==> src/wls_pkg.sv <==
`timescale 1ns / 1ps
// Package for the windowed least-squares slope block: field widths, accumulator
// sizes, register indexes, status codes, controller states and command types.
// It depends on nothing; every other file of the block imports it.
package wls_pkg;

   localparam int SAMPLE_W        = 16;
   localparam int WIN_W           = 12;
   localparam int RES_W           = 16;
   localparam int CSR_W           = 16;
   localparam int CSR_IDX_W       = 2;
   localparam int SLOPE_W         = 48;
   localparam int STATUS_W        = 2;
   localparam int MAX_SAMPLES_DEF = 4096;

   localparam logic [WIN_W-1:0] WIN_START_RST = 12'd0;
   localparam logic [WIN_W-1:0] WIN_END_RST   = 12'd4095;
   localparam logic [RES_W-1:0] RES_RST       = 16'd960;

   localparam int CNT_W  = 13;
   localparam int SX_W   = 24;
   localparam int SY_W   = 28;
   localparam int SXY_W  = 40;
   localparam int SXX_W  = 36;
   localparam int XY_W   = WIN_W + 1 + SAMPLE_W;
   localparam int XX_W   = 2 * WIN_W;

   localparam int ACC_W     = 66;
   localparam int MPL_W     = 24;
   localparam int DEN_W     = 48;
   localparam int MAG_W     = 53;
   localparam int D_W       = 64;
   localparam int SAT_SH    = 23;
   localparam int FRAC_BITS = 24;
   localparam int QF_W      = SAT_SH + FRAC_BITS;
   localparam int MUL_STEPS = MPL_W;
   localparam int DIV_STEPS = QF_W;
   localparam int STEP_W    = 6;

   localparam logic signed [SLOPE_W-1:0] SLOPE_MAX = {1'b0, {(SLOPE_W-1){1'b1}}};
   localparam logic signed [SLOPE_W-1:0] SLOPE_MIN = {1'b1, {(SLOPE_W-1){1'b0}}};

   typedef enum logic [CSR_IDX_W-1:0] {
      CSR_WINDOW_START = 2'd0,
      CSR_WINDOW_END   = 2'd1,
      CSR_RANGE_RES    = 2'd2
   } csr_index_type;

   typedef enum logic [STATUS_W-1:0] {
      STS_OK    = 2'd0,
      STS_FEW   = 2'd1,
      STS_SHORT = 2'd2
   } fit_status_type;

   typedef enum logic [2:0] {
      MS_N_SXX,
      MS_SX_SX,
      MS_N_SXY,
      MS_SX_SY,
      MS_DEN_RES
   } mul_sel_type;

   typedef enum logic [1:0] {
      OUT_NONE,
      OUT_FIT,
      OUT_FEW,
      OUT_SHORT
   } out_sel_type;

   typedef enum logic [2:0] {
      ST_IDLE,
      ST_CHECK,
      ST_MUL_RUN,
      ST_MUL_NEXT,
      ST_DIV_RUN,
      ST_FINISH
   } wls_state_type;

   typedef struct packed {
      logic        accept;
      logic        mul_load;
      mul_sel_type mul_sel;
      logic        mul_step;
      logic        den_save;
      logic        num_save;
      logic        div_load;
      logic        div_step;
      out_sel_type out_sel;
   } wls_cmd_type;

   typedef struct packed {
      logic fit_trig;
      logic trace_short;
      logic fit_few;
      logic den_bad;
   } wls_stat_type;

endpackage

==> src/wls_req_if.sv <==
`timescale 1ns / 1ps
// Request channel of the slope block: valid, ready, one sample and its end-of-trace mark.
// Depends on wls_pkg for the field widths.
interface wls_req_if import wls_pkg::*; ();
   logic                       valid;
   logic                       ready;
   logic signed [SAMPLE_W-1:0] sample;
   logic                       last_sample;

   modport source (output valid, output sample, output last_sample, input ready);
   modport sink (input valid, input sample, input last_sample, output ready);
endinterface

==> src/wls_rsp_if.sv <==
`timescale 1ns / 1ps
// Result channel of the slope block: valid, ready, the fitted slope and its status.
// Depends on wls_pkg for the field widths.
interface wls_rsp_if import wls_pkg::*; ();
   logic                      valid;
   logic                      ready;
   logic signed [SLOPE_W-1:0] slope;
   logic [STATUS_W-1:0]       status;

   modport source (output valid, output slope, output status, input ready);
   modport sink (input valid, input slope, input status, output ready);
endinterface

==> src/wls_datapath.sv <==
`timescale 1ns / 1ps
// Datapath of the slope block: configuration registers, trace sums, the shift-add
// multiplier, the restoring divider and the result registers. Depends on wls_pkg.
module wls_datapath import wls_pkg::*; #(
   parameter int MAX_SAMPLES = MAX_SAMPLES_DEF
) (
   input  logic                       clock,
   input  logic                       reset,
   input  logic                       csr_write,
   input  logic [CSR_IDX_W-1:0]       csr_index,
   input  logic [CSR_W-1:0]           csr_data,
   input  logic signed [SAMPLE_W-1:0] req_sample,
   input  logic                       req_last,
   input  wls_cmd_type                cmd,
   output wls_stat_type               st,
   output logic signed [SLOPE_W-1:0]  rsp_slope,
   output logic [STATUS_W-1:0]        rsp_status
);

   localparam int IDX_W = $clog2(MAX_SAMPLES);
   localparam int CMP_W = (IDX_W > WIN_W) ? IDX_W : WIN_W;
   localparam logic [IDX_W-1:0] IDX_LAST = IDX_W'(MAX_SAMPLES - 1);

   logic [WIN_W-1:0] win_start_ff;
   logic [WIN_W-1:0] win_end_ff;
   logic [RES_W-1:0] res_ff;

   logic [IDX_W-1:0] idx_ff, idx_in;
   logic             fit_done_ff, fit_done_in;
   logic             stale_ff, stale_in;

   logic [CNT_W-1:0]        cnt_ff, cnt_in;
   logic [SX_W-1:0]         sx_ff, sx_in;
   logic signed [SY_W-1:0]  sy_ff, sy_in;
   logic signed [SXY_W-1:0] sxy_ff, sxy_in;
   logic [SXX_W-1:0]        sxx_ff, sxx_in;

   logic [CMP_W-1:0]       idx_ext, start_ext, end_ext;
   logic [WIN_W-1:0]       x_val;
   logic signed [XY_W-1:0] xy_prod;
   logic [XX_W-1:0]        xx_prod;
   logic                   in_win, at_end, trace_clear;

   logic signed [ACC_W-1:0] acc_ff, mcand_ff;
   logic [MPL_W-1:0]        mplier_ff;
   logic signed [ACC_W-1:0] mcand_sel, acc_abs;
   logic [MPL_W-1:0]        mplier_sel;
   logic                    acc_keep;

   logic [DEN_W-1:0] den_ff;
   logic [MAG_W-1:0] mag_ff;
   logic             neg_ff;
   logic [D_W-1:0]   d_ff, rem_ff, mag_hi;
   logic [QF_W-1:0]  low_ff, q_ff;
   logic             sat_ff;
   logic [D_W:0]     trial, trial_sub;
   logic             trial_ge;

   logic signed [SLOPE_W-1:0] slope_ff, fit_slope;
   fit_status_type            status_ff;

   always_ff @(posedge clock) begin
      if (reset) begin
         win_start_ff <= WIN_START_RST;
         win_end_ff   <= WIN_END_RST;
         res_ff       <= RES_RST;
      end else if (csr_write) begin
         case (csr_index)
            CSR_WINDOW_START: win_start_ff <= csr_data[WIN_W-1:0];
            CSR_WINDOW_END:   win_end_ff   <= csr_data[WIN_W-1:0];
            CSR_RANGE_RES:    res_ff       <= csr_data[RES_W-1:0];
            default: begin
            end
         endcase
      end
   end

   always_comb begin
      idx_ext     = CMP_W'(idx_ff);
      start_ext   = CMP_W'(win_start_ff);
      end_ext     = CMP_W'(win_end_ff);
      in_win      = !fit_done_ff && (idx_ext >= start_ext) && (idx_ext <= end_ext);
      at_end      = !fit_done_ff && (idx_ext == end_ext);
      x_val       = idx_ext[WIN_W-1:0];
      xy_prod     = $signed({1'b0, x_val}) * req_sample;
      xx_prod     = x_val * x_val;
      trace_clear = req_last || (idx_ff == IDX_LAST);

      cnt_in = (stale_ff ? '0 : cnt_ff) + CNT_W'(in_win);
      sx_in  = (stale_ff ? '0 : sx_ff) + (in_win ? SX_W'(x_val) : '0);
      sy_in  = (stale_ff ? '0 : sy_ff) + (in_win ? SY_W'(req_sample) : '0);
      sxy_in = (stale_ff ? '0 : sxy_ff) + (in_win ? SXY_W'(xy_prod) : '0);
      sxx_in = (stale_ff ? '0 : sxx_ff) + (in_win ? SXX_W'(xx_prod) : '0);

      idx_in      = trace_clear ? '0 : idx_ff + IDX_W'(1);
      fit_done_in = trace_clear ? 1'b0 : (fit_done_ff || at_end);
      stale_in    = trace_clear;
   end

   always_ff @(posedge clock) begin
      if (reset) begin
         idx_ff      <= '0;
         fit_done_ff <= 1'b0;
         stale_ff    <= 1'b1;
      end else if (cmd.accept) begin
         idx_ff      <= idx_in;
         fit_done_ff <= fit_done_in;
         stale_ff    <= stale_in;
      end
   end

   always_ff @(posedge clock) begin
      if (cmd.accept) begin
         cnt_ff <= cnt_in;
         sx_ff  <= sx_in;
         sy_ff  <= sy_in;
         sxy_ff <= sxy_in;
         sxx_ff <= sxx_in;
      end
   end

   always_comb begin
      case (cmd.mul_sel)
         MS_N_SXX: begin
            mcand_sel  = ACC_W'(sxx_ff);
            mplier_sel = MPL_W'(cnt_ff);
            acc_keep   = 1'b0;
         end
         MS_SX_SX: begin
            mcand_sel  = ACC_W'(0) - ACC_W'(sx_ff);
            mplier_sel = MPL_W'(sx_ff);
            acc_keep   = 1'b1;
         end
         MS_N_SXY: begin
            mcand_sel  = ACC_W'(sxy_ff);
            mplier_sel = MPL_W'(cnt_ff);
            acc_keep   = 1'b0;
         end
         MS_SX_SY: begin
            mcand_sel  = ACC_W'(0) - ACC_W'(sy_ff);
            mplier_sel = MPL_W'(sx_ff);
            acc_keep   = 1'b1;
         end
         MS_DEN_RES: begin
            mcand_sel  = ACC_W'(den_ff);
            mplier_sel = MPL_W'(res_ff);
            acc_keep   = 1'b0;
         end
         default: begin
            mcand_sel  = '0;
            mplier_sel = '0;
            acc_keep   = 1'b0;
         end
      endcase
      acc_abs = acc_ff[ACC_W-1] ? (ACC_W'(0) - acc_ff) : acc_ff;
      mag_hi  = D_W'(mag_ff[MAG_W-1:SAT_SH]);
   end

   always_ff @(posedge clock) begin
      if (cmd.mul_load) begin
         mcand_ff  <= mcand_sel;
         mplier_ff <= mplier_sel;
         if (!acc_keep) begin
            acc_ff <= '0;
         end
      end else if (cmd.mul_step) begin
         if (mplier_ff[0]) begin
            acc_ff <= acc_ff + mcand_ff;
         end
         mcand_ff  <= mcand_ff <<< 1;
         mplier_ff <= mplier_ff >> 1;
      end
      if (cmd.den_save) begin
         den_ff <= acc_ff[DEN_W-1:0];
      end
      if (cmd.num_save) begin
         neg_ff <= acc_ff[ACC_W-1];
         mag_ff <= acc_abs[MAG_W-1:0];
      end
   end

   always_comb begin
      trial     = {rem_ff, low_ff[QF_W-1]};
      trial_sub = trial - {1'b0, d_ff};
      trial_ge  = trial >= {1'b0, d_ff};
   end

   always_ff @(posedge clock) begin
      if (cmd.div_load) begin
         d_ff   <= acc_ff[D_W-1:0];
         sat_ff <= mag_hi >= acc_ff[D_W-1:0];
         rem_ff <= mag_hi;
         low_ff <= {mag_ff[SAT_SH-1:0], {FRAC_BITS{1'b0}}};
         q_ff   <= '0;
      end else if (cmd.div_step) begin
         rem_ff <= trial_ge ? trial_sub[D_W-1:0] : trial[D_W-1:0];
         low_ff <= low_ff << 1;
         q_ff   <= {q_ff[QF_W-2:0], trial_ge};
      end
   end

   always_comb begin
      if (sat_ff) begin
         fit_slope = neg_ff ? SLOPE_MIN : SLOPE_MAX;
      end else if (neg_ff) begin
         fit_slope = SLOPE_W'(0) - SLOPE_W'(q_ff);
      end else begin
         fit_slope = SLOPE_W'(q_ff);
      end
   end

   always_ff @(posedge clock) begin
      case (cmd.out_sel)
         OUT_FIT: begin
            slope_ff  <= fit_slope;
            status_ff <= STS_OK;
         end
         OUT_FEW: begin
            slope_ff  <= '0;
            status_ff <= STS_FEW;
         end
         OUT_SHORT: begin
            slope_ff  <= '0;
            status_ff <= STS_SHORT;
         end
         default: begin
         end
      endcase
   end

   assign st.fit_trig    = at_end;
   assign st.trace_short = req_last && !at_end && !fit_done_ff;
   assign st.fit_few     = (cnt_ff < CNT_W'(2)) || (res_ff == '0);
   assign st.den_bad     = acc_ff[ACC_W-1] || (acc_ff == '0);

   assign rsp_slope  = slope_ff;
   assign rsp_status = status_ff;

endmodule

==> src/wls_controller.sv <==
`timescale 1ns / 1ps
// Controller of the slope block: the handshakes and the sequence of multiply and
// divide steps that solve the fit. Depends on wls_pkg for its state and command types.
module wls_controller import wls_pkg::*; (
   input  logic         clock,
   input  logic         reset,
   input  logic         req_valid,
   output logic         req_ready,
   output logic         rsp_valid,
   input  logic         rsp_ready,
   input  wls_stat_type st,
   output wls_cmd_type  cmd
);

   wls_state_type     state_ff, state_in;
   logic [STEP_W-1:0] cnt_ff, cnt_in;
   mul_sel_type       sel_ff, sel_in;
   logic              rsp_valid_ff, rsp_valid_in;

   always_comb begin
      state_in = state_ff;
      cnt_in   = cnt_ff;
      sel_in   = cmd.mul_load ? cmd.mul_sel : sel_ff;
      case (state_ff)
         ST_IDLE: begin
            if (cmd.accept && st.fit_trig) begin
               state_in = ST_CHECK;
            end
         end
         ST_CHECK: begin
            cnt_in   = '0;
            state_in = st.fit_few ? ST_IDLE : ST_MUL_RUN;
         end
         ST_MUL_RUN: begin
            if (cnt_ff == STEP_W'(MUL_STEPS - 1)) begin
               cnt_in   = '0;
               state_in = ST_MUL_NEXT;
            end else begin
               cnt_in = cnt_ff + STEP_W'(1);
            end
         end
         ST_MUL_NEXT: begin
            case (sel_ff)
               MS_N_SXX:   state_in = ST_MUL_RUN;
               MS_SX_SX:   state_in = st.den_bad ? ST_IDLE : ST_MUL_RUN;
               MS_N_SXY:   state_in = ST_MUL_RUN;
               MS_SX_SY:   state_in = ST_MUL_RUN;
               MS_DEN_RES: state_in = ST_DIV_RUN;
               default:    state_in = ST_IDLE;
            endcase
         end
         ST_DIV_RUN: begin
            if (cnt_ff == STEP_W'(DIV_STEPS - 1)) begin
               cnt_in   = '0;
               state_in = ST_FINISH;
            end else begin
               cnt_in = cnt_ff + STEP_W'(1);
            end
         end
         ST_FINISH: state_in = ST_IDLE;
         default:   state_in = ST_IDLE;
      endcase
   end

   always_comb begin
      cmd       = '0;
      cmd.mul_sel = MS_N_SXX;
      cmd.out_sel = OUT_NONE;
      req_ready = 1'b0;
      case (state_ff)
         ST_IDLE: begin
            req_ready  = !rsp_valid_ff || rsp_ready;
            cmd.accept = req_valid && req_ready;
            if (cmd.accept && !st.fit_trig && st.trace_short) begin
               cmd.out_sel = OUT_SHORT;
            end
         end
         ST_CHECK: begin
            if (st.fit_few) begin
               cmd.out_sel = OUT_FEW;
            end else begin
               cmd.mul_load = 1'b1;
               cmd.mul_sel  = MS_N_SXX;
            end
         end
         ST_MUL_RUN: cmd.mul_step = 1'b1;
         ST_MUL_NEXT: begin
            case (sel_ff)
               MS_N_SXX: begin
                  cmd.mul_load = 1'b1;
                  cmd.mul_sel  = MS_SX_SX;
               end
               MS_SX_SX: begin
                  if (st.den_bad) begin
                     cmd.out_sel = OUT_FEW;
                  end else begin
                     cmd.den_save = 1'b1;
                     cmd.mul_load = 1'b1;
                     cmd.mul_sel  = MS_N_SXY;
                  end
               end
               MS_N_SXY: begin
                  cmd.mul_load = 1'b1;
                  cmd.mul_sel  = MS_SX_SY;
               end
               MS_SX_SY: begin
                  cmd.num_save = 1'b1;
                  cmd.mul_load = 1'b1;
                  cmd.mul_sel  = MS_DEN_RES;
               end
               MS_DEN_RES: cmd.div_load = 1'b1;
               default: begin
               end
            endcase
         end
         ST_DIV_RUN: cmd.div_step = 1'b1;
         ST_FINISH:  cmd.out_sel = OUT_FIT;
         default: begin
         end
      endcase
   end

   assign rsp_valid_in = (rsp_valid_ff && !rsp_ready) || (cmd.out_sel != OUT_NONE);

   always_ff @(posedge clock) begin
      if (reset) begin
         state_ff     <= ST_IDLE;
         cnt_ff       <= '0;
         sel_ff       <= MS_N_SXX;
         rsp_valid_ff <= 1'b0;
      end else begin
         state_ff     <= state_in;
         cnt_ff       <= cnt_in;
         sel_ff       <= sel_in;
         rsp_valid_ff <= rsp_valid_in;
      end
   end

   assign rsp_valid = rsp_valid_ff;

   a_trig_enters_check: assert property (@(posedge clock) disable iff (reset)
      (cmd.accept && st.fit_trig) |=> (state_ff == ST_CHECK))
      else $error("window end request did not start the fit");

   a_no_result_overwrite: assert property (@(posedge clock) disable iff (reset)
      (cmd.out_sel != OUT_NONE) |-> (!rsp_valid_ff || rsp_ready))
      else $error("result loaded while an earlier one is still pending");

   a_mul_count_bound: assert property (@(posedge clock) disable iff (reset)
      (state_ff == ST_MUL_RUN) |-> (cnt_ff < STEP_W'(MUL_STEPS)))
      else $error("multiplier step count out of range");

   a_finish_after_div: assert property (@(posedge clock) disable iff (reset)
      (state_ff == ST_FINISH) |-> ($past(state_ff) == ST_DIV_RUN))
      else $error("fit finished without a completed division");

endmodule

==> src/window_least_squares_slope.sv <==
`timescale 1ns / 1ps
// Top level of the windowed least-squares slope block: joins the controller and the
// datapath to the request, result and register ports. Depends on wls_pkg and both interfaces.
//
//   Channel   Direction  Contents
//   req_ch    in         sample, last_sample (valid/ready)
//   rsp_ch    out        slope, status (valid/ready)
//   csr_*     in         window_start, window_end, range_resolution writes
//
// A request away from the window end is taken in the cycle that offers it, so samples stream at
// one per clock while no result is waiting. After the request at the window end, the request side
// is held off while the shared 24-step shift-add multiplier forms up to five products and the
// divider runs 47 steps.
// Reset is synchronous; the configuration takes its reset values and the trace restarts.
// A result that the receiver has not yet taken holds off every request until it is taken.
module window_least_squares_slope import wls_pkg::*; #(
   parameter int MAX_SAMPLES = MAX_SAMPLES_DEF
) (
   input  logic                 clock,
   input  logic                 reset,
   input  logic                 csr_write,
   input  logic [CSR_IDX_W-1:0] csr_index,
   input  logic [CSR_W-1:0]     csr_data,
   wls_req_if.sink              req_ch,
   wls_rsp_if.source            rsp_ch
);

   wls_cmd_type  cmd;
   wls_stat_type st;

   wls_controller u_ctrl (
      .clock     (clock),
      .reset     (reset),
      .req_valid (req_ch.valid),
      .req_ready (req_ch.ready),
      .rsp_valid (rsp_ch.valid),
      .rsp_ready (rsp_ch.ready),
      .st        (st),
      .cmd       (cmd)
   );

   wls_datapath #(
      .MAX_SAMPLES (MAX_SAMPLES)
   ) u_dp (
      .clock      (clock),
      .reset      (reset),
      .csr_write  (csr_write),
      .csr_index  (csr_index),
      .csr_data   (csr_data),
      .req_sample (req_ch.sample),
      .req_last   (req_ch.last_sample),
      .cmd        (cmd),
      .st         (st),
      .rsp_slope  (rsp_ch.slope),
      .rsp_status (rsp_ch.status)
   );

endmodule
==> src/flat_wrapper.sv <==
// flat-port wrapper written by rule: the top's interface ports become plain ports
module window_least_squares_slope_flat import wls_pkg::*;
#(
   parameter int MAX_SAMPLES = MAX_SAMPLES_DEF
)
  (clock, reset, csr_write, csr_index, csr_data, req_ch_valid, req_ch_sample, req_ch_last_sample, req_ch_ready, rsp_ch_valid, rsp_ch_slope, rsp_ch_status, rsp_ch_ready);
  wls_req_if req_ch_i ();
  wls_rsp_if rsp_ch_i ();
  input  logic clock;
  input  logic reset;
  input  logic csr_write;
  input  logic [CSR_IDX_W-1:0] csr_index;
  input  logic [CSR_W-1:0] csr_data;
  input wire logic [$bits(req_ch_i.valid)-1:0] req_ch_valid;
  input wire logic [$bits(req_ch_i.sample)-1:0] req_ch_sample;
  input wire logic [$bits(req_ch_i.last_sample)-1:0] req_ch_last_sample;
  output wire logic [$bits(req_ch_i.ready)-1:0] req_ch_ready;
  output wire logic [$bits(rsp_ch_i.valid)-1:0] rsp_ch_valid;
  output wire logic [$bits(rsp_ch_i.slope)-1:0] rsp_ch_slope;
  output wire logic [$bits(rsp_ch_i.status)-1:0] rsp_ch_status;
  input wire logic [$bits(rsp_ch_i.ready)-1:0] rsp_ch_ready;
  assign req_ch_i.valid = req_ch_valid;
  assign req_ch_i.sample = req_ch_sample;
  assign req_ch_i.last_sample = req_ch_last_sample;
  assign req_ch_ready = req_ch_i.ready;
  assign rsp_ch_valid = rsp_ch_i.valid;
  assign rsp_ch_slope = rsp_ch_i.slope;
  assign rsp_ch_status = rsp_ch_i.status;
  assign rsp_ch_i.ready = rsp_ch_ready;
  window_least_squares_slope #(.MAX_SAMPLES(MAX_SAMPLES)) u_core (.clock(clock), .reset(reset), .csr_write(csr_write), .csr_index(csr_index), .csr_data(csr_data), .req_ch(req_ch_i), .rsp_ch(rsp_ch_i));
endmodule
==> config.mk <==
export PLATFORM = sky130hd
export DESIGN_NAME = window_least_squares_slope_flat
export DESIGN_NICKNAME = d
export VERILOG_FILES = /design/src/wls_pkg.sv /design/src/wls_req_if.sv /design/src/wls_rsp_if.sv /design/src/wls_datapath.sv /design/src/wls_controller.sv /design/src/window_least_squares_slope.sv /design/src/flat_wrapper.sv
export SDC_FILE = /design/constraint.sdc
export NUM_CORES = 2
export LEC_CHECK = 0
export BUFFER_PORTS_ARGS = -buffer_cell sky130_fd_sc_hd__clkbuf_2
export CAP_MARGIN = 20
export CORE_ASPECT_RATIO = 0.5
export CORE_MARGIN = 8
export CORE_UTILIZATION = 45
export CTS_CLUSTER_DIAMETER = 80
export DETAILED_ROUTE_END_ITERATION = 12
export PLACE_DENSITY_LB_ADDON = 0.12
export RECOVER_POWER = 100
export SYNTH_ARGS = -nofsm -noshare
export SYNTH_HDL_FRONTEND = slang
export SYNTH_SLANG_ARGS = --single-unit
==> constraint.sdc <==
create_clock -name clock -period 23.2 [get_ports clock]
set_clock_uncertainty 0.05 [all_clocks]
set_input_delay 1.16 -clock clock [delete_from_list [all_inputs] [get_ports clock]]
set_output_delay 1.16 -clock clock [all_outputs]
set_load 0.02 [all_outputs]
==> out/results.tsv <==
stage	metric	value	unit
flow_run	drv_cap	24	
synthesis	netlist_top_cells_count	inv_1 (603), nand2_1 (595), nor2_1 (584)	
timing	slew_headroom	-1.85	
clocking	htreeDepth	3	
critical_path	path_buf_inv	4	
clocking	cts_hold_buf	0	
global_routing	grtUsageTotal	0.225	
clocking	post_cts_resized	0	
critical_path	critPathMaxFanout	44	
min_path	hp-class	flop to flop	
route	drc_errors	0	
synthesis	avgSynthCellArea	9.14	um^2
synthesis	ys_types	87	
synthesis	synth_seq_cells	715	
place	portBuffers	91	
timing	min_period	10870	ps
clocking	postCtsSetupBuffers	0	
clocking	worstSkewPairLatency	700	ps
cells_and_area	areaGrowthSynthToFinish	7.19	%
critical_path	critPathMaxStageDelay	1610	ps
global_routing	grt_pass1_wl	249000	um
global_routing	grt_max_degree	92	
place	preCtsSetupSlack	13090	ps
synthesis	synthesis.nets	6873	
synthesis	yosys-top-cells-area	edfxtp_1 (30%), fa_1 (9.4%), ha_1 (9.3%), dfxtp_1 (5.3%), xnor2_1 (4.0%)	
die	top_level_ports	92	
place	hpwlAfterDp	117000	um
place	place_congestion	0.905	
global_routing	grt-ovfl-total	0	
critical_path	crit_path_top_delay_cell	clkbuf_1	
timing	grt_setup_unrepaired	no	
global_routing	gr-usage-met1	0.336	
cells_and_area	nets	6819	
die	core_area	124000	um^2
route	dr.first_iter.drc_count	3698	
power_and_ir_drop	p_leak	25.7	nW
critical_path	crit_type	flop to flop	
route	routedWlPerCell	20.3	um
clocking	cts_max_path_buffers	3	
die	fp-row-count	91	
global_routing	grt_pass1_vias	43429	
die	start_util	0.455	
critical_path	crit_family	buffers and inverters	
synthesis	ys_seq_area_frac	0.355	
global_routing	gr-usage-met2	0.352	
critical_path	worstPathRequired	23580	ps
timing	hold_violations	0	
global_routing	grt.busiest_layer	met2	
synthesis	yosysWarnings	0	
critical_path	start_kind	flop	
die	fp.dieH	266	um
die	die_x	516	um
clocking	clock_sinks	715	
route	drt-pass1-iter-count	6	
timing	setup_viol	0	
timing	max_freq	92.0	MHz
synthesis	synth_top_area_frac	0.303	
timing	slew_viol_final	1254	
clocking	root_buffer	clkbuf_16	
global_routing	met3_usage	0.0281	
timing	min_period_over_period	0.469	
synthesis	syn_inst	6153	
critical_path	cp.arrival	11250	ps
critical_path	cp_common_cell	o21ai_0	
critical_path	cp_cell_sequence	clkbuf_1, ha_1, o21ai_0, a21oi_1, o21ai_0, a21oi_1, o41ai_1, clkbuf_1, clkinv_1, clkbuf_1, and2_0, ha_1, and4b_1, o21a_1, o21ai_0, a21o_1, a211oi_1, o21a_1, o21ai_0, o211ai_1, nand2_1, nor3b_1, mux2_2	
cells_and_area	fin_util	0.488	
synthesis	synth_area	56300	um^2
timing	setup_tns	0	ps
route	vias	44591	
route	postRouteAntennaNets	0	
cells_and_area	drive_above_1_share	0.0351	
clocking	cts_buffers	74	
timing	setup_slack	12330	ps
power_and_ir_drop	vdd_drop_max	0.0437	mV
die	dieArea	137000	um^2
route	routed_via_density	5.70	
route	wl	159000	um
synthesis	synth_flop_cell	edfxtp_1	
critical_path	cp-end-kind	flop	
status	violations	max-capacitance violations, max-slew violations	
clocking	cts_tree	built	
timing	worst_pin_slew	4250	ps
clocking	clkTransAtPathRegs	60	ps
status	outcome	finished, violations left	
synthesis	synth_top_cell_by_area	edfxtp_1	
synthesis	synthArstFlopShare	0	
power_and_ir_drop	powerDensity	50.6	nW/um^2
synthesis	synth_edf_count	567	
global_routing	antenna_found_initial	2	
synthesis	yosysMostFrequentCell	inv_1	
## metal layers
layer,up-vias,wire length [um]
li1,21323,-
met1,21865,77800
met2,1231,69600
met3,172,8710
met4,0,2670
met5,-,0
## stage by stage
stage	instances	hold slack, ps	power, mW	instance area, um^2
after global routing	7828	455	3.17	60300
after global placement	7694	402	1.86	58300
final	7829	425	3.05	60300
after CTS	7825	427	3.08	60600
after detailed placement	7694	415	1.86	58300
after floorplan	6153	374	1.75	56300
## state kept, by name (all words and copies together), names as in the netlist, 24 cells and up
name / flops
u_core.u_dp.acc_ff: 66
u_core.u_dp.d_ff: 64
u_core.u_dp.den_ff: 48
u_core.u_dp.mag_ff: 53
u_core.u_dp.mcand_ff: 66
u_core.u_dp.mplier_ff: 24
u_core.u_dp.q_ff: 47
u_core.u_dp.rem_ff: 64
u_core.u_dp.rsp_slope: 48
u_core.u_dp.sx_ff: 24
u_core.u_dp.sxx_ff: 36
u_core.u_dp.sxy_ff: 40
u_core.u_dp.sy_ff: 28
## area by class of cell
cell class                 instances  area [um^2]
tap                             1674         2090
timing repair buffer             158          726
clock inverter                    37          392
sequential                       715        20000
inverter                         603         2270
antenna                            1         2.50
clock buffer                      94         1960
multi-input combinational       4547        32900
fill                           11845        63300
## power breakdown
part	switching, mW	internal, mW	total, mW
logic	0.218	0.138	0.356
registers	0.0525	1.43	1.48
clock network	0.557	0.654	1.21
total	0.828	2.22	3.05
## kinds of logic (layout without fill, tap and decap cells)
kind of cell	Yosys count	in the layout	share of synthesized area
and+or+nand+nor	2096	2096	0.179
AOI/OAI and AO/OA	1371	1371	0.157
buffers and inverters	891	892	0.0598
DFF	715	715	0.355
adders and majority gates	680	680	0.186
xor gates and xnor gates	374	374	0.0582
muxes	26	26	0.00471
other	0	1	0
## layout by cell type, fill, tap and decap left out, drive strengths merged, types with 43 or more instances in the layout
master / n
a31oi: 43
dfxtp: 148
edfxtp: 567
nand2: 595
nand3: 132
nor2: 584
nor3: 97
fa: 264
a21o: 172
xnor2: 260
nand2b: 58
nor2b: 158
clkbuf: 230
a21oi: 420
o21bai: 44
ha: 416
o21ai: 290
inv: 606
xor2: 114
or3: 58
nand4: 60
a211oi: 45
and2: 193
a221oi: 51
## final timing paths
path	slack [ps]	cells past startpoint	from	to
worst min-delay path	430	2	u_core.u_dp.q_ff[31]	u_core.u_dp.q_ff[32]
worst max register to register	12330	23	u_core.u_dp.idx_ext[4]	u_core.u_dp.sxx_ff[31]
worst max-delay path	12330	23	u_core.u_dp.idx_ext[4]	u_core.u_dp.sxx_ff[31]
worst min register to register	430	2	u_core.u_dp.q_ff[31]	u_core.u_dp.q_ff[32]
## worst reg2reg max path, delay by kind of cell, from the launching register on
family | cells | cell delay (ps)
AOI/OAI and AO/OA | 12 | 2700
adders and majority gates | 2 | 760
buffers and inverters | 4 | 4740
DFF | 1 | 730
muxes | 1 | 350
and+or+nand+nor | 4 | 1290
No activity file was read; power rests on OpenSTA's default activity.
